<file path="src/rtl/rtpal_pkg.sv">
// Shared types, constants and helper functions for the RTP A-law depacketizer.
package rtpal_pkg;

   // Default longest datagram in bytes
   localparam int MAX_PACKET_BYTES_DEF = 65536;

   // Header parsing
   localparam logic [16:0] HEADER_BYTES = 17'd12;
   localparam logic [16:0] START_LIMIT  = 17'h1ffff;
   localparam logic [1:0]  RTP_VERSION  = 2'd2;

   // Decoupling queue between the parser and the sample path
   localparam int QUEUE_DEPTH = 4;

   // Volume register
   localparam logic [6:0] VOLUME_RESET = 7'd100;
   localparam logic [6:0] VOLUME_MAX   = 7'd100;

   // A-law expansion constants
   localparam logic [7:0] ALAW_XOR   = 8'h55;
   localparam logic [8:0] SEG_BIAS   = 9'h108;
   localparam logic [8:0] SEG0_BIAS  = 9'd8;

   // x/100 as (x*DIV100_MUL) >> DIV100_SHIFT, exact for x below 2^22
   localparam logic [22:0] DIV100_MUL   = 23'd5368710;
   localparam int          DIV100_SHIFT = 29;

   // peak*100/32767 as (peak*LEVEL_MUL) >> LEVEL_SHIFT
   localparam logic [21:0] LEVEL_MUL   = 22'd3276900;
   localparam int          LEVEL_SHIFT = 30;
   localparam logic [14:0] PEAK_FULL   = 15'd32767;
   localparam logic [6:0]  LEVEL_MAX   = 7'd100;

   // One decoded sample waiting for scaling
   typedef struct packed {
      logic [14:0] mag;
      logic        neg;
      logic        last;
   } sample_type;

   // Write side of the queue
   typedef struct packed {
      logic       valid;
      sample_type data;
   } push_type;

   // G.711 A-law expansion into magnitude and sign
   function automatic sample_type alaw_expand(input logic [7:0] code, input logic last);
      logic [7:0]  v;
      logic [2:0]  seg;
      logic [8:0]  base;
      logic [14:0] mag;
      sample_type  s;
      v    = code ^ ALAW_XOR;
      seg  = v[6:4];
      base = {1'b0, v[3:0], 4'b0000} + ((seg != 3'd0) ? SEG_BIAS : SEG0_BIAS);
      mag  = 15'(base);
      if (seg > 3'd1) begin
         mag = mag << (seg - 3'd1);
      end
      s.mag  = mag;
      s.neg  = ~v[7];
      s.last = last;
      return s;
   endfunction

   // Peak magnitude in percent of full scale, capped
   function automatic logic [6:0] level_of(input logic [14:0] peak);
      logic [36:0] prod;
      logic [6:0]  lvl;
      prod = 37'(peak) * 37'(LEVEL_MUL);
      lvl  = prod[36:LEVEL_SHIFT];
      if (peak == PEAK_FULL) begin
         lvl = LEVEL_MAX;
      end
      if (lvl > LEVEL_MAX) begin
         lvl = LEVEL_MAX;
      end
      return lvl;
   endfunction

endpackage

</file>
<file path="src/rtl/rtp_alaw_depacketizer_with_levels.sv">
// Top level of the RTP A-law depacketizer with peak level reporting.
//
// Usage: datagram bytes enter one word per cycle on the req_ channel, with
// req_tlast on the final byte. Header bytes (fixed header, CSRC list and
// extension) and every byte of a dropped packet cause no result. Each payload
// byte gives one rsp_ word: the A-law sample scaled by the csr_ volume in
// percent. On the word made from the last byte, rsp_tlast is high and the two
// level fields carry the packet's peak raw and scaled levels in percent.
// Throughput: one byte per cycle, both header and payload, while req_tready is high.
// A payload byte accepted at one edge is written to the queue at that same edge
// and then passes the product, divide by 100, peak/sign stage and output
// registers on its way to rsp_tvalid.
// A four-deep queue sits between the header parser and the scaling pipeline;
// when the receiver stalls the pipeline holds, the queue fills and req_tready
// drops once it is full. Bytes keep being accepted while a result waits.
// Reset: synchronous; clears the parser, queue, pipeline and peaks, and sets
// the volume to 100.
module rtp_alaw_depacketizer_with_levels #(
   parameter int MAX_PACKET_BYTES = rtpal_pkg::MAX_PACKET_BYTES_DEF
) (
   input  logic        clock,
   input  logic        reset,
   // Input channel
   input  logic        req_tvalid,
   output logic        req_tready,
   input  logic [7:0]  req_tdata,   // [7:0] packet_byte
   input  logic        req_tlast,   // last_byte
   // Result channel
   output logic        rsp_tvalid,
   input  logic        rsp_tready,
   output logic [31:0] rsp_tdata,   // [15:0] pcm_sample, [22:16] input_level,
                                    // [29:23] output_level, [31:30] zero
   output logic        rsp_tlast,   // packet_end
   // Volume register
   input  logic        csr_wr_en,
   input  logic [6:0]  csr_wr_data  // playback_volume
);

   rtpal_pkg::push_type   push;
   rtpal_pkg::sample_type head;
   logic                  q_full;
   logic                  head_valid;
   logic                  pop;

   rtpal_front #(
      .MAX_PACKET_BYTES(MAX_PACKET_BYTES)
   ) u_front (
      .clock      (clock),
      .reset      (reset),
      .req_tvalid (req_tvalid),
      .req_tready (req_tready),
      .req_tdata  (req_tdata),
      .req_tlast  (req_tlast),
      .q_full     (q_full),
      .push       (push)
   );

   rtpal_queue u_queue (
      .clock      (clock),
      .reset      (reset),
      .push       (push),
      .full       (q_full),
      .pop        (pop),
      .head_valid (head_valid),
      .head       (head)
   );

   rtpal_back u_back (
      .clock       (clock),
      .reset       (reset),
      .head_valid  (head_valid),
      .head        (head),
      .pop         (pop),
      .csr_wr_en   (csr_wr_en),
      .csr_wr_data (csr_wr_data),
      .rsp_tvalid  (rsp_tvalid),
      .rsp_tready  (rsp_tready),
      .rsp_tdata   (rsp_tdata),
      .rsp_tlast   (rsp_tlast)
   );

   // Levels only travel on the last word of a packet
   assert property (@(posedge clock) disable iff (reset)
      (rsp_tvalid && !rsp_tlast) |-> (rsp_tdata[29:16] == 14'd0))
      else $error("level fields nonzero on a word that does not end a packet");

   // Levels never exceed full scale
   assert property (@(posedge clock) disable iff (reset)
      rsp_tvalid |-> (rsp_tdata[22:16] <= 7'd100 && rsp_tdata[29:23] <= 7'd100))
      else $error("level above 100 percent");

   // Volume is at most unity, so the scaled level never passes the raw level
   assert property (@(posedge clock) disable iff (reset)
      rsp_tvalid |-> (rsp_tdata[29:23] <= rsp_tdata[22:16]))
      else $error("output level above input level");

   // The parser never writes into a full queue
   assert property (@(posedge clock) disable iff (reset)
      push.valid |-> !q_full)
      else $error("queue overrun");

endmodule

</file>
<file path="src/rtl/rtpal_front.sv">
// Front end: RTP header parser that classifies each byte and expands payload bytes.
module rtpal_front #(
   parameter int MAX_PACKET_BYTES = rtpal_pkg::MAX_PACKET_BYTES_DEF
) (
   input  logic                 clock,
   input  logic                 reset,
   input  logic                 req_tvalid,
   output logic                 req_tready,
   input  logic [7:0]           req_tdata,
   input  logic                 req_tlast,
   input  logic                 q_full,
   output rtpal_pkg::push_type  push
);

   localparam int POS_W = $clog2(MAX_PACKET_BYTES + 1);

   logic [POS_W-1:0] pos_ff, pos_in;
   logic [16:0]      start_ff, start_in;
   logic             bad_ff, bad_in;
   logic             ext_ff, ext_in;
   logic [7:0]       ext_hi_ff, ext_hi_in;

   logic        accept;
   logic [16:0] pos_wide;
   logic [17:0] ext_cnt_hi_pos;
   logic [17:0] ext_cnt_lo_pos;
   logic [15:0] ext_words;
   logic [18:0] ext_start;
   logic [16:0] ext_start_sat;
   logic        ext_too_far;
   logic        emit;

   assign req_tready = ~q_full;
   assign accept     = req_tvalid & req_tready;

   // Extension header arithmetic
   assign pos_wide       = 17'(pos_ff);
   assign ext_cnt_hi_pos = 18'(start_ff) + 18'd2;
   assign ext_cnt_lo_pos = 18'(start_ff) + 18'd3;
   assign ext_words      = {ext_hi_ff, req_tdata};
   assign ext_start      = 19'(start_ff) + 19'd4 + {1'b0, ext_words, 2'b00};
   assign ext_start_sat  = (ext_start > 19'(rtpal_pkg::START_LIMIT)) ?
                           rtpal_pkg::START_LIMIT : ext_start[16:0];
   assign ext_too_far    = 19'(ext_start_sat) >= 19'(MAX_PACKET_BYTES);

   // Header state update and payload decision
   always_comb begin
      start_in  = start_ff;
      bad_in    = bad_ff;
      ext_in    = ext_ff;
      ext_hi_in = ext_hi_ff;
      if (pos_ff == '0) begin
         bad_in   = bad_ff | (req_tdata[7:6] != rtpal_pkg::RTP_VERSION);
         start_in = rtpal_pkg::HEADER_BYTES + 17'({req_tdata[3:0], 2'b00});
         ext_in   = req_tdata[4];
      end else if (ext_ff) begin
         if (18'(pos_wide) == ext_cnt_hi_pos) begin
            ext_hi_in = req_tdata;
         end else if (18'(pos_wide) == ext_cnt_lo_pos) begin
            start_in = ext_start_sat;
            ext_in   = 1'b0;
            if (ext_too_far) begin
               bad_in = 1'b1;
            end
         end
      end
      emit = (pos_ff != '0) && !bad_in && !ext_in && (pos_wide >= start_in);
   end

   // Next position: cleared after the last byte, saturating otherwise
   always_comb begin
      pos_in = pos_ff;
      if (req_tlast) begin
         pos_in = '0;
      end else if (pos_ff < POS_W'(MAX_PACKET_BYTES)) begin
         pos_in = pos_ff + POS_W'(1);
      end
   end

   // Payload words go to the queue
   assign push.valid = accept & emit;
   assign push.data  = rtpal_pkg::alaw_expand(req_tdata, req_tlast);

   always_ff @(posedge clock) begin
      if (reset) begin
         pos_ff    <= '0;
         start_ff  <= rtpal_pkg::HEADER_BYTES;
         bad_ff    <= 1'b0;
         ext_ff    <= 1'b0;
         ext_hi_ff <= '0;
      end else if (accept) begin
         pos_ff <= pos_in;
         if (req_tlast) begin
            start_ff  <= rtpal_pkg::HEADER_BYTES;
            bad_ff    <= 1'b0;
            ext_ff    <= 1'b0;
            ext_hi_ff <= '0;
         end else begin
            start_ff  <= start_in;
            bad_ff    <= bad_in;
            ext_ff    <= ext_in;
            ext_hi_ff <= ext_hi_in;
         end
      end
   end

endmodule

</file>
<file path="src/rtl/rtpal_queue.sv">
// Short queue of decoded samples between the parser and the scaling pipeline.
module rtpal_queue (
   input  logic                   clock,
   input  logic                   reset,
   input  rtpal_pkg::push_type    push,
   output logic                   full,
   input  logic                   pop,
   output logic                   head_valid,
   output rtpal_pkg::sample_type  head
);

   localparam int DEPTH = rtpal_pkg::QUEUE_DEPTH;
   localparam int PTR_W = $clog2(DEPTH);
   localparam int CNT_W = $clog2(DEPTH + 1);

   rtpal_pkg::sample_type entry_ff [DEPTH];

   logic [PTR_W-1:0] wr_ptr_ff, wr_ptr_in;
   logic [PTR_W-1:0] rd_ptr_ff, rd_ptr_in;
   logic [CNT_W-1:0] count_ff,  count_in;
   logic             do_push, do_pop;

   assign full       = (count_ff == CNT_W'(DEPTH));
   assign head_valid = (count_ff != '0);
   assign head       = entry_ff[rd_ptr_ff];
   assign do_push    = push.valid & ~full;
   assign do_pop     = pop & head_valid;

   // Pointer and fill count
   always_comb begin
      wr_ptr_in = wr_ptr_ff;
      rd_ptr_in = rd_ptr_ff;
      count_in  = count_ff;
      if (do_push) begin
         wr_ptr_in = (wr_ptr_ff == PTR_W'(DEPTH - 1)) ? '0 : wr_ptr_ff + PTR_W'(1);
      end
      if (do_pop) begin
         rd_ptr_in = (rd_ptr_ff == PTR_W'(DEPTH - 1)) ? '0 : rd_ptr_ff + PTR_W'(1);
      end
      if (do_push && !do_pop) begin
         count_in = count_ff + CNT_W'(1);
      end else if (do_pop && !do_push) begin
         count_in = count_ff - CNT_W'(1);
      end
   end

   always_ff @(posedge clock) begin
      if (reset) begin
         wr_ptr_ff <= '0;
         rd_ptr_ff <= '0;
         count_ff  <= '0;
      end else begin
         wr_ptr_ff <= wr_ptr_in;
         rd_ptr_ff <= rd_ptr_in;
         count_ff  <= count_in;
      end
   end

   // Storage
   always_ff @(posedge clock) begin
      if (do_push) begin
         entry_ff[wr_ptr_ff] <= push.data;
      end
   end

endmodule

</file>
<file path="src/rtl/rtpal_back.sv">
// Back end: volume scaling, peak tracking, level computation and output register.
module rtpal_back (
   input  logic                   clock,
   input  logic                   reset,
   input  logic                   head_valid,
   input  rtpal_pkg::sample_type  head,
   output logic                   pop,
   input  logic                   csr_wr_en,
   input  logic [6:0]             csr_wr_data,
   output logic                   rsp_tvalid,
   input  logic                   rsp_tready,
   output logic [31:0]            rsp_tdata,
   output logic                   rsp_tlast
);

   logic [6:0] vol_ff;
   logic [6:0] vol_eff;
   logic       adv;

   // Stage 1: magnitude times volume
   logic        a_valid_ff;
   logic [21:0] a_prod_ff;
   logic [14:0] a_mag_ff;
   logic        a_neg_ff, a_last_ff;

   // Stage 2: divide by 100
   logic        b_valid_ff;
   logic [44:0] b_recip;
   logic [14:0] b_quot_ff;
   logic [14:0] b_mag_ff;
   logic        b_neg_ff, b_last_ff;

   // Stage 3: sign and peaks
   logic        c_valid_ff;
   logic [15:0] c_sample_ff;
   logic        c_last_ff;
   logic [14:0] c_peak_raw_ff, c_peak_scl_ff;
   logic [14:0] peak_raw_ff, peak_scl_ff;
   logic [14:0] peak_raw_in, peak_scl_in;

   // Output register
   logic        rsp_valid_ff;
   logic [15:0] rsp_sample_ff;
   logic        rsp_last_ff;
   logic [6:0]  rsp_in_lvl_ff, rsp_out_lvl_ff;

   // Whole pipeline moves when the output slot is free or being taken
   assign adv = ~rsp_valid_ff | rsp_tready;
   assign pop = adv & head_valid;

   assign vol_eff = (vol_ff > rtpal_pkg::VOLUME_MAX) ? rtpal_pkg::VOLUME_MAX : vol_ff;

   // Volume register
   always_ff @(posedge clock) begin
      if (reset) begin
         vol_ff <= rtpal_pkg::VOLUME_RESET;
      end else if (csr_wr_en) begin
         vol_ff <= csr_wr_data;
      end
   end

   // Valid bits
   always_ff @(posedge clock) begin
      if (reset) begin
         a_valid_ff   <= 1'b0;
         b_valid_ff   <= 1'b0;
         c_valid_ff   <= 1'b0;
         rsp_valid_ff <= 1'b0;
      end else if (adv) begin
         a_valid_ff   <= head_valid;
         b_valid_ff   <= a_valid_ff;
         c_valid_ff   <= b_valid_ff;
         rsp_valid_ff <= c_valid_ff;
      end
   end

   // Stage 1
   always_ff @(posedge clock) begin
      if (adv) begin
         a_prod_ff <= 22'(head.mag) * 22'(vol_eff);
         a_mag_ff  <= head.mag;
         a_neg_ff  <= head.neg;
         a_last_ff <= head.last;
      end
   end

   // Stage 2: reciprocal multiply, exact over the product range
   assign b_recip = 45'(a_prod_ff) * 45'(rtpal_pkg::DIV100_MUL);

   always_ff @(posedge clock) begin
      if (adv) begin
         b_quot_ff <= b_recip[rtpal_pkg::DIV100_SHIFT +: 15];
         b_mag_ff  <= a_mag_ff;
         b_neg_ff  <= a_neg_ff;
         b_last_ff <= a_last_ff;
      end
   end

   // Stage 3: running peaks include the current sample
   assign peak_raw_in = (b_mag_ff  > peak_raw_ff) ? b_mag_ff  : peak_raw_ff;
   assign peak_scl_in = (b_quot_ff > peak_scl_ff) ? b_quot_ff : peak_scl_ff;

   always_ff @(posedge clock) begin
      if (reset) begin
         peak_raw_ff <= '0;
         peak_scl_ff <= '0;
      end else if (adv && b_valid_ff) begin
         peak_raw_ff <= b_last_ff ? '0 : peak_raw_in;
         peak_scl_ff <= b_last_ff ? '0 : peak_scl_in;
      end
   end

   always_ff @(posedge clock) begin
      if (adv) begin
         c_sample_ff   <= b_neg_ff ? (16'd0 - {1'b0, b_quot_ff}) : {1'b0, b_quot_ff};
         c_last_ff     <= b_last_ff;
         c_peak_raw_ff <= peak_raw_in;
         c_peak_scl_ff <= peak_scl_in;
      end
   end

   // Output register with levels on the last word
   always_ff @(posedge clock) begin
      if (adv) begin
         rsp_sample_ff  <= c_sample_ff;
         rsp_last_ff    <= c_last_ff;
         rsp_in_lvl_ff  <= c_last_ff ? rtpal_pkg::level_of(c_peak_raw_ff) : '0;
         rsp_out_lvl_ff <= c_last_ff ? rtpal_pkg::level_of(c_peak_scl_ff) : '0;
      end
   end

   assign rsp_tvalid = rsp_valid_ff;
   assign rsp_tlast  = rsp_last_ff;
   assign rsp_tdata  = {2'b00, rsp_out_lvl_ff, rsp_in_lvl_ff, rsp_sample_ff};

endmodule

</file>
<file path="config.mk">
export PLATFORM = sky130hd
export DESIGN_NAME = rtp_alaw_depacketizer_with_levels
export DESIGN_NICKNAME = d
export VERILOG_FILES = /design/src/rtl/rtpal_pkg.sv /design/src/rtl/rtp_alaw_depacketizer_with_levels.sv /design/src/rtl/rtpal_front.sv /design/src/rtl/rtpal_queue.sv /design/src/rtl/rtpal_back.sv
export SDC_FILE = /design/constraint.sdc
export NUM_CORES = 2
export LEC_CHECK = 0
export BUFFER_PORTS_ARGS = -buffer_cell sky130_fd_sc_hd__buf_4
export CAP_MARGIN = 25
export CORE_MARGIN = 4
export CORE_UTILIZATION = 61
export DETAILED_ROUTE_END_ITERATION = 8
export HOLD_SLACK_MARGIN = 0.08
export PLACE_DENSITY = 0.76
export SYNTH_ARGS = -nofsm -noshare
export SYNTH_HDL_FRONTEND = slang
export SYNTH_SLANG_ARGS = --single-unit
</file>
<file path="constraint.sdc">
create_clock -name clock -period 8.95 [get_ports clock]
set_input_delay 1.79 -clock clock [delete_from_list [all_inputs] [get_ports clock]]
set_output_delay 1.79 -clock clock [all_outputs]
set_load 0.03 [all_outputs]
</file>
Word-level counts from Yosys, hierarchy flattened:

Memory sizes are Yosys's and may differ from the RTL's. A register that Yosys moved wholly into a read port is not among the register bits.
Cells that the tools add are included.

* register bits: 241
* memories kept: 1
* bits in writable memories: 68
* output and inout bits: 35
* logic and storage cells: 151

* mux-type cells: 45
* shift-type cells: 1
* add/sub/neg operators: 13
* equality and inequality tests: 9
* multiply operators: 4
* bitwise gates (word level): 12
* reduce and logical (&&, ||, !) cells: 22
* $lt $le $gt $ge: 10

Memories
* u_queue.entry_ff: depth 4, width 17, rd ports 1, clocked after memory_dff 1, wr ports 1, RTL line rtpal_queue.sv:16 `rtpal_pkg::sample_type entry_ff [DEPTH];`

Operator list (number)
* 17-bit 2-to-1 mux: 8
* 15-bit 2-to-1 mux: 6
* 15-bit by 20-bit multiplier with 35-bit output, second input constant: 2
* 7-bit 2-to-1 mux: 7
* 22-bit by 22-bit multiplier with 43-bit output, second input constant: 1
* 17-bit by 2-bit adder with 18-bit output, second input constant: 2
* 17-bit by 18-bit == test with 1-bit output: 2
* 8-bit 2-to-1 mux: 4
* 15-bit == test, second input constant: 2
* 15-bit greater-than comparator: 2
* 15-bit by 7-bit multiplier with 22-bit output: 1
* 7-bit greater-than comparator, second input constant: 3
* 19-bit by 18-bit adder with 19-bit output: 1
* 19-bit by 17-bit greater-than comparator with 1-bit output, second input constant: 1
* 17-bit by 3-bit adder with 18-bit output, second input constant: 1
* 17-bit by 1-bit adder with 17-bit output, second input constant: 1
* 17-bit greater-or-equal comparator: 1
* 17-bit greater-or-equal comparator, second input constant: 1
* 17-bit zero test: 1
* 17-bit < comparator, second input constant: 1
* 17-bit nonzero test: 1
* 1-bit by 15-bit subtractor with 16-bit output, first input constant: 1
* 9-bit by 3-bit left shift with 15-bit output: 1
* 1-bit 2-to-1 mux: 13
* other kinds (23): 52

Logic depth before layout (Yosys ltp):

* depth in word-level cells: 20
* gate-level depth with buffers: 34
* depth with buffers taken out: 31

Hierarchy:

From an unflattened synthesis, not the netlist that was laid out.

* cells, all modules: 3028
* area total of the unflattened synthesis: 31597.8 µm²

Modules (own cells, without submodules)
* rtpal_back: times used 1, cells each 2199, area each 23417.5 µm²
* rtpal_front: times used 1, cells each 690, area each 5222.5 µm²
* rtpal_queue: times used 1, cells each 139, area each 2957.8 µm²

Worst setup path before layout:

OpenSTA, ideal clock, no wires.

* path kind: in2reg
* start point: input port req_tdata[0]
* end point: register u_queue.count_ff[2]
* data arrival time: 7.180 ns
* data required time: 8.880 ns
* path slack: 1.700 ns
* stages: 28
* cell sequence: ha_1 > fa_1 > a211oi_2 > o21ai_1 > a211o_1 > and3_1 > a311oi_2 > nor4b_1 > a21bo_2 > or2_1 > buf_6 > o211ai_1 > o21a_1 > ha_1 > o21a_1 > o21a_1 > o211ai_1 > a21oi_1 > o21ai_0 > a21oi_1 > o221ai_1 > a2111oi_4 > ha_1 > inv_1 > fa_1 > xor2_1 > or3_1 > a21oi_1

* cells in the longest elaborated chain, start to end: 18

Ends and longest elaborated chain
* start: declaration: RTL line rtp_alaw_depacketizer_with_levels.sv:26 `input logic [7:0] req_tdata,`
* 19-bit by 18-bit adder with 19-bit output: RTL line rtpal_front.sv:41 `assign ext_start = 19'(start_ff) + 19'd4 + {1'b0, ext_words, 2'b00};`
* 19-bit by 17-bit greater-than comparator with 1-bit output: RTL line rtpal_front.sv:42 `assign ext_start_sat = (ext_start > 19'(rtpal_pkg::START_LIMIT)) ?`
* 17-bit 2-to-1 mux: RTL line rtpal_front.sv:42
* 17-bit greater-or-equal comparator: RTL line rtpal_front.sv:44 `assign ext_too_far = 19'(ext_start_sat) >= 19'(MAX_PACKET_BYTES);`
* 1-bit 2-to-1 mux: RTL line rtpal_front.sv:62 `if (ext_too_far) begin`
* 1-bit 2-to-1 mux: RTL line rtpal_front.sv:59 `end else if (18'(pos_wide) == ext_cnt_lo_pos) begin`
* 1-bit 2-to-1 mux: RTL line rtpal_front.sv:57 `if (18'(pos_wide) == ext_cnt_hi_pos) begin`
* 1-bit 2-to-1 mux: RTL line rtpal_front.sv:56 `end else if (ext_ff) begin`
* (+2 left out)
* 1-bit logical AND (2 in a row): RTL line rtpal_front.sv:67 `emit = (pos_ff != '0) && !bad_in && !ext_in && (pos_wide >= start_in);`
* 1-bit logical AND (*): RTL line rtpal_front.sv:67
* 1-bit AND (*): RTL line rtpal_front.sv:81 `assign push.valid = accept & emit;`
* 1-bit AND (*): RTL line rtpal_queue.sv:26 `assign do_push = push.valid & ~full;`
* via u_queue.do_push: RTL line rtpal_queue.sv:21 `logic do_push, do_pop;`
* 1-bit zero test: RTL line rtpal_queue.sv:42 `end else if (do_pop && !do_push) begin`
* 1-bit logical AND: RTL line rtpal_queue.sv:42
* 2-bit nonzero test (no source line)
* end signal: assignment: RTL line rtpal_queue.sv:55 `count_ff <= count_in;`
* end: declaration: RTL line rtpal_queue.sv:20 `logic [CNT_W-1:0] count_ff, count_in;`

Mark *: on every way through the listed nets, which the timed path passes. The rest lies on a longest branch.
A chain may end at the register's enable or synchronous reset.

Final worst setup path:

Same ends and word-level chain as after synthesis.

==> flow_summary.toml <==
[logic_synthesis]
ys_ff_latch = 290
synthFlopType = "edfxtp_1"
async_reset_ff_frac = 0
synth_cells = 2820
syn-cell-area_um2 = 29100
ys.warnings.count = 0
synth_edf_count = 196
synth_cell_types = 97
syn_avg_cell_area_um2 = 10.3
synth_seq_area_share = 0.267

[cells_and_area]
final_common_cell = "ha_1"
seqCellArea_um2 = 7770
diodes = 0
num-fill-cells = 3584
multi_input_area_um2 = 19300
drive_gt1_frac = 0.0667
nets = 3635
final_cell_mix = "ha_1, inv_1, fa_1"
area_growth_pct = 7.16
final_cell_area_um2 = 31100

[global_route]
antenna_found_initial = 0
grt-ovfl-total = 0
grt_pass1_vias = 22000
grt_pass1_wl_mm = 112
grt_usage = 0.272
grt_start_max_net_pins = 76

[route]
post_drt_wl_per_cell_um = 19.5
wl_met1_mm = 27.3
antenna_left = 0
routed_wl_mm = 67.8
wl_met3_mm = 3.18
detail_route.vias_per_cell = 5.96
dr.pass1.iters = 5
highest_layer = "met4"
drc = 0
vias = 20800
initialDrtViolationCount = 1363
route.met2.wl_mm = 34.9

[cts]
post_cts_buffers = 0
cts-root-buf = "clkbuf_16"
cts_buffers = 34
ctsResizeCount = 0
cts_sinks = 290
clk_pin_slew_ns = 0.06
cts_hold_buf = 0
clkLatencyLatePin_ns = 0.55
cts_max_level = 2
cts_tree = "yes"
clockBufferDepth = 3

[placement]
io_buffer_count = 53
place_area_um2 = 30000
dp_slack_ns = 0.835
gp_congestion = 0.942
hpwl_mm = 54.7

[min_path]
hold_end = "u_back.rsp_sample_ff[6]"
min_path_cells = 0
hold_class = "flop to flop"
worst_hold_startpoint = "u_back.c_sample_ff[6]"

[floorplan]
die_x_um = 226
dieArea_um2 = 51200
pin_count = 56
fp.dieH_um = 226
start_util = 0.620
core_area_um2 = 46900
fp-row-count = 79

[sta]
max_freq_mhz = 130
hold_viol = 0
finalMaxSlewViolations = 0
grt_setup_unrepaired = "false"
fin_crit_sh = 0.859
min_period_ns = 7.69
worst_pin_slew_ns = 0.967
totalNegativeSetupSlack_ns = 0
finalWorstSetupSlack_ns = 1.26
max-slew-margin-rel = 0.350
finClkSkew_ns = 0.0207
final-setup-viol-count = 0

[outcome]
outcome = "finished, final reports clean"

[critical_path]
required_ns = 9.42
critPathMaxFanout = 10
reg2reg_setup_slack_ns = 1.44
crit_path_end_kind = "flop"
r2r_end = "u_queue.count_ff[2]"
rr_worst_depth = 29
reg2reg_from = "u_front.start_ff[3]"
worstSetupPathType = "input port to flop"
worst_setup_path_start_kind = "input port"
critPathArrivalTime_ns = 8.16

[run]
maxCapViolCount = 0
## metrics by stage
step                       util  hold slack (ns)  cells
final                     0.664            0.415   3485
after global routing      0.664            0.423   3485
after CTS                 0.664            0.417   3484
after detailed placement  0.640            0.405   3424
after global placement    0.640            0.401   3423
after floorplan               -            0.400   2821
## cells by family (layout without fill, tap and decap cells)
kind of cell	count (synthesis)	after routing	share of synthesized area
other	1	2	0.000129
multiplexers	45	45	0.0224
buffers and inverters	515	572	0.0691
AND/OR/NAND/NOR	612	612	0.105
adder cells (fa/ha/maj)	760	760	0.387
AO/OA/AOI/OAI	472	472	0.111
flip-flops	290	290	0.267
XOR/XNOR	125	125	0.0377
## layout make-up
type                            instances  share of cell area
Tap cell                              607              0.0244
Clock inverter                         16             0.00575
Inverter                              440              0.0532
Timing Repair Buffer                   72              0.0180
Sequential cell                       290               0.250
Multi-Input combinational cell       2016               0.620
Clock buffer                           44              0.0295
## sequential cells by signal, summed over array words and instances, names as in the netlist, 8 cells and up, named ones only
name and flops:
u_back.c_peak_raw_ff 15, u_front.ext_hi_ff 8, u_front.start_ff 17, u_back.peak_scl_ff 15, u_back.c_peak_scl_ff 15, u_back.rsp_sample_ff 16
u_front.pos_ff 17, u_back.a_prod_ff 19, u_queue.entry_ff 56, u_back.a_mag_ff 12, u_back.b_mag_ff 12, u_back.b_quot_ff 15
u_back.c_sample_ff 16, u_back.peak_raw_ff 15
## routing by layer
| metal | global-route usage | vias to the layer above |
|---|---|---|
| li1 | - | 9861 |
| met1 | 0.335 | 10200 |
| met2 | 0.493 | 556 |
| met3 | 0.0377 | 141 |
| met4 | 0.0903 | 0 |
| met5 | 0 | - |
## cells in the mapped netlist (all sizes together) (5+ instances only)
master	count	area [um2]
a2111oi	7	87.6
a211o	9	78.8
a211oi	19	153
a21o	47	353
a21oi	118	602
a22o	17	149
a22oi	8	60.1
a31oi	12	90.1
and2	31	194
and3	25	161
and4	5	43.8
buf	27	175
clkbuf	48	180
dfxtp	94	1880
edfxtp	196	5890
fa	229	4580
ha	531	6640
inv	440	1650
mux2	17	195
mux2i	14	140
mux4	14	315
nand2	182	683
nand2b	18	113
nand3	45	230
nand3b	5	37.5
nand4	32	215
nor2	132	495
nor2b	34	213
nor3	41	210
nor3b	8	60.1
nor4	13	103
nor4b	6	67.6
o2111ai	7	61.3
o211ai	12	95.1
o21a	32	240
o21ai	103	515
o21bai	6	48.8
o221ai	9	104
o22ai	7	43.8
o31ai	13	97.6
or2	10	62.6
or3	17	106
xnor2	71	622
xor2	54	473
## critical path, cell delays in order
cell	delay, ns
buf_4	0.16
ha_1	0.24
fa_1	0.47
a211oi_2	0.28
o21ai_1	0.18
a211o_1	0.34
and3_1	0.20
nor4_1	0.25
nor4b_1	0.25
a21bo_2	0.29
or2_1	0.34
o221ai_1	0.23
o21a_1	0.17
ha_1	0.29
nand4_1	0.08
nor3_1	0.19
a211o_1	0.13
o21ai_0	0.09
a21oi_1	0.16
o221ai_1	0.18
a2111oi_4	0.50
ha_1	0.28
inv_1	0.06
fa_1	0.37
xor2_1	0.16
or3_1	0.30
a21oi_1	0.16
## worst max path at each step
| stage | from | slack, ns | depth (start not counted) | endpoint |
|---|---|---|---|---|
| floorplan | req_tdata[0] | 1.70 | 28 | u_queue.count_ff[2] |
| global placement | req_tdata[0] | 0.79 | 27 | u_queue.count_ff[2] |
| detailed placement | req_tdata[0] | 0.84 | 28 | u_queue.count_ff[2] |
| CTS | req_tdata[0] | 1.37 | 27 | u_queue.count_ff[2] |
| global route | req_tdata[0] | 0.99 | 27 | u_queue.count_ff[2] |
| finish | req_tdata[0] | 1.26 | 27 | u_queue.count_ff[2] |
Power is left out: the tool's default activity adds up to more than one toggle a clock period on the data nets, which glitch-free logic cannot reach.
